--- src/rtl/afb_pkg.sv ---
// ----------------------------------------------------------------------------
// afb_pkg: shared types and constants of the attribute frame buffer
// Request and register codes, store reset values, default store depths and
// the command and status bundles between the controller and the datapath.
// ----------------------------------------------------------------------------
package afb_pkg;

  // Default store depths in bytes.
  localparam int PIXEL_DEPTH_DEF = 8192;
  localparam int ATTR_DEPTH_DEF  = 8192;

  // Width of a computed store address, and of the limit compare.
  // The largest address is 255 * 63 + 31, which fits 14 bits.
  localparam int CALC_W = 14;
  localparam int LIM_W  = 17;

  // Request codes.
  localparam logic [1:0] REQ_PLOT = 2'd0;
  localparam logic [1:0] REQ_PICK = 2'd1;
  localparam logic [1:0] REQ_READ = 2'd2;
  localparam logic [1:0] REQ_LOAD = 2'd3;

  // Pen slots.
  localparam logic [1:0] PEN_INK    = 2'd0;
  localparam logic [1:0] PEN_PAPER  = 2'd1;
  localparam logic [1:0] PEN_BRIGHT = 2'd2;
  localparam logic [1:0] PEN_FLASH  = 2'd3;

  // Configuration register indexes.
  localparam logic [1:0] CFG_WIDTH  = 2'd0;
  localparam logic [1:0] CFG_HEIGHT = 2'd1;
  localparam logic [1:0] CFG_TALL   = 2'd2;

  // Reset and special values.
  localparam logic [7:0] DEFAULT_ATTR    = 8'h47;
  localparam logic [7:0] DEFAULT_PIXELS  = 8'h00;
  localparam logic [3:0] TRANSPARENT_PEN = 4'd8;
  localparam logic [3:0] INK_PEN_RESET   = 4'd7;
  localparam logic [8:0] WIDTH_RESET     = 9'd256;
  localparam logic [8:0] HEIGHT_RESET    = 9'd192;

  // Commands from the controller to the datapath.
  typedef struct packed {
    logic clear;    // write reset values at the sweep counter
    logic capture;  // take a request and start the store reads
    logic finish;   // write back, update pens and load the result
  } afb_cmd_t;

  // Status from the datapath to the controller.
  typedef struct packed {
    logic clear_last;   // sweep counter at the last entry
    logic out_blocked;  // result register full and stalled
  } afb_sts_t;

endpackage

--- src/rtl/afb_ctrl.sv ---
// ----------------------------------------------------------------------------
// afb_ctrl: request sequencer
// Runs the clearing sweep after reset, then takes one request at a time:
// a capture cycle for the store reads and a finish cycle for the write back.
// ----------------------------------------------------------------------------
module afb_ctrl (
  input  logic              clk,
  input  logic              rst_n,
  input  logic              in_valid,
  output logic              in_stall,
  input  afb_pkg::afb_sts_t sts,
  output afb_pkg::afb_cmd_t cmd
);

  import afb_pkg::*;

  typedef enum logic [2:0] {
    S_CLEAR = 3'b001,
    S_IDLE  = 3'b010,
    S_RUN   = 3'b100
  } state_t;

  state_t state_r, state_nxt;

  // Next state and commands.
  always_comb begin
    state_nxt   = state_r;
    cmd.clear   = 1'b0;
    cmd.capture = 1'b0;
    cmd.finish  = 1'b0;
    unique case (state_r)
      S_CLEAR: begin
        cmd.clear = 1'b1;
        if (sts.clear_last) begin
          state_nxt = S_IDLE;
        end
      end
      S_IDLE: begin
        if (in_valid) begin
          cmd.capture = 1'b1;
          state_nxt   = S_RUN;
        end
      end
      S_RUN: begin
        if (!sts.out_blocked) begin
          cmd.finish = 1'b1;
          state_nxt  = S_IDLE;
        end
      end
      default: begin
        state_nxt = S_CLEAR;
      end
    endcase
  end

  // State register.
  always_ff @(posedge clk) begin
    if (!rst_n) begin
      state_r <= S_CLEAR;
    end else begin
      state_r <= state_nxt;
    end
  end

  assign in_stall = (state_r != S_IDLE);

endmodule

--- config.mk ---
export PLATFORM = sky130hd
export DESIGN_NAME = afb_ctrl
export DESIGN_NICKNAME = d
export VERILOG_FILES = /design/src/rtl/afb_pkg.sv /design/src/rtl/afb_ctrl.sv
export SDC_FILE = /design/constraint.sdc
export NUM_CORES = 1
export LEC_CHECK = 0
export BUFFER_PORTS_ARGS = -buffer_cell sky130_fd_sc_hd__buf_4
export CAP_MARGIN = 20
export CELL_PAD_IN_SITES_DETAIL_PLACEMENT = 1
export CELL_PAD_IN_SITES_GLOBAL_PLACEMENT = 2
export CORE_AREA = 2 2 39 41
export CTS_CLUSTER_SIZE = 28
export DETAILED_ROUTE_END_ITERATION = 8
export DIE_AREA = 0 0 41 43
export GPL_TIMING_DRIVEN = 0
export PLACE_DENSITY = 0.43
export SETUP_SLACK_MARGIN = 0.1
export SLEW_MARGIN = 30
export SYNTH_ARGS = -nofsm -noshare
export SYNTH_HDL_FRONTEND = slang
export SYNTH_SLANG_ARGS = --single-unit
--- constraint.sdc ---
create_clock -name clk -period 2.5 [get_ports clk]
set_input_delay 0.25 -clock clk [delete_from_list [all_inputs] [get_ports clk]]
set_output_delay 0.25 -clock clk [all_outputs]
set_load 0.005 [all_outputs]
==> results.json <==
{
  "p_per_area_mw_per_mm2": 587,
  "yosysTopAreaCellShare_pct": 37.5,
  "required_ns": 2.25,
  "dieArea_mm2": 0.00176,
  "viasPerCell": 3.72,
  "regMostFlops": "state_r",
  "numCtsBuffers": 3,
  "grt_usage_pct": 6.42,
  "reg_top3": "state_r (3)",
  "ant_nets": 0,
  "drv_slew": 0,
  "power.leakage_nw": 0.106,
  "synth_seq_area_share_pct": 37.5,
  "vias": 175,
  "finClkSkew_ns": 0.000475,
  "post_cts_resized": 0,
  "synth_area_leaders": "dfxtp_1 38%, nand2b_1 12%, or3b_4 7.0%",
  "endpoint_kind": "primary output",
  "ir_drop_mv": 0.180,
  "cts_tree": "built",
  "detail_route.wl_per_cell_um": 9.19,
  "avgSynthCellArea_um2": 8.43,
  "total_power_uw": 157,
  "synth_cells": 19,
  "hold_ws_ns": 0.244,
  "maxSlewHeadroom_pct": 81.8,
  "period_share_pct": 58.9,
  "ios": 9,
  "drc": 0,
  "diodes": 0,
  "initial_core_util_pct": 11.6,
  "drt_wl_total_um": 432,
  "tns_ns": 0,
  "clk_latency_ns": 0.23,
  "drive_above_1_share_pct": 41.9,
  "nNetsFinal": 37,
  "synth_flop_cell": "dfxtp_1",
  "yosysUniqueCellTypes": 14,
  "synth_edf_count": 0,
  "fmax_mhz": 679,
  "crit_path_max_fanout": 5,
  "largest_register_ffs": 3,
  "rsz0062_at_grt": "false",
  "ctsHoldBuffers": 0,
  "critPathLaunchType": "flip-flop",
  "gp_congestion": 0.594,
  "synth.net_count": 24,
  "grt_overflow": 0,
  "fin_util_pct": 19.3,
  "coreArea_mm2": 0.00138,
  "status": "finished, final reports clean",
  "grt_pass1_wl_um": 710,
  "reg2reg_slack_ns": 1.45,
  "clk_pin_slew_ns": 0.04,
  "cts_setup_buffers": 0,
  "tightest_slew_ns": 0.270,
  "h-tree-depth": 1,
  "numClockSinks": 3,
  "clockBufferDepth": 2,
  "hold_class": "primary input to flip-flop",
  "async_flop_share_pct": 0,
  "drv_cap": 0,
  "die_h_um": 43,
  "dp_hpwl_um": 349,
  "fp.dieW_um": 41,
  "synth.largest_area_cell": "dfxtp_1",
  "drt-pass1-iter-count": 1,
  "portBuffers": 8,
  "antenna_found_initial": 0,
  "drtIter0Drc": 0,
  "grt_pass1_vias": 184,
  "yosys_warnings": 0,
  "critPathKind": "flip-flop to primary output",
  "grt_max_degree": 6,
  "synth_commonest_cells": "3 x dfxtp_1, 3 x nand2b_1, 2 x a21oi_1",
  "crit_arrival_ns": 1.22,
  "synth_area_um2": 160,
  "setup_viol": 0,
  "finalCriticalPeriod_ns": 1.47,
  "cts-root-buf": "clkbuf_4",
  "synth-seq-cells": 3,
  "syn_to_final_growth_pct": 66.4,
  "hold_viol": 0,
  "rows": 14
}
metal layers:
metal	part of all wire (%)	global-route usage, %
met1	45	8.01
met5	0	0
met3	8.8	1.57
met4	0	8.00
met2	46	7.50
worst paths after layout:
path,endpoint,cells past startpoint,start
max,cmd[1],3,state_r[1]$_SDFFE_PN0P_
min,state_r[0]$_SDFFE_PN1P_,2,rst_n
max reg2reg,state_r[1]$_SDFFE_PN0P_,3,state_r[1]$_SDFFE_PN0P_
min reg2reg,state_r[2]$_SDFFE_PN0P_,2,state_r[2]$_SDFFE_PN0P_
per-stage QoR:
| step | instances | worst slack [ns] | instance area [um2] |
|---|---|---|---|
| 2_1_floorplan | 19 | 1.40 | 160 |
| 3_3_place_gp | 43 | 1.26 | 240 |
| 3_5_place_dp | 43 | 1.26 | 240 |
| 4_1_cts | 47 | 1.01 | 267 |
| 5_1_grt | 47 | 0.940 | 267 |
| 6_report | 47 | 1.03 | 267 |
area by class of cell:
cell class | instances | area [um2]
repair buffers | 8 | 60.1
fillers | 164 | 1120
clock buffers | 4 | 26.3
multi-input cells | 15 | 96.3
flip-flops and latches | 3 | 60.1
inverters | 1 | 3.75
well taps | 16 | 20.0
layout by cell type, fill, tap and decap left out, drive strengths merged:
cell type	n
buf	8
clkbuf	4
nand2b	3
dfxtp	3
a21oi	2
nor2	2
nor3b	1
or3b	1
inv	1
nor3	1
and2	1
o31a	1
nand3b	1
or2	1
o21ai	1
logic make-up (layout without fill, tap and decap cells):
family,count (synthesis),after routing,synth area share [%]
AND/OR/NAND/NOR,11,11,45.3
AO/OA/AOI/OAI,4,4,14.8
flip-flops,3,3,37.5
buffers and inverters,1,13,2.34
where the power goes:
group	internal (mW)	switching, mW	leakage, nW
Sequential	0.0507	0.00276	0.0246
Clock	0.0597	0.0236	0.0150
Combinational	0.0126	0.00712	0.0665
worst max-delay path, stage by stage, from the launching register on:
cell,delay (ns)
dfxtp_1,0.37
or3b_4,0.41
nor2_1,0.10
buf_4,0.11
(Power assumes the default switching activity.)
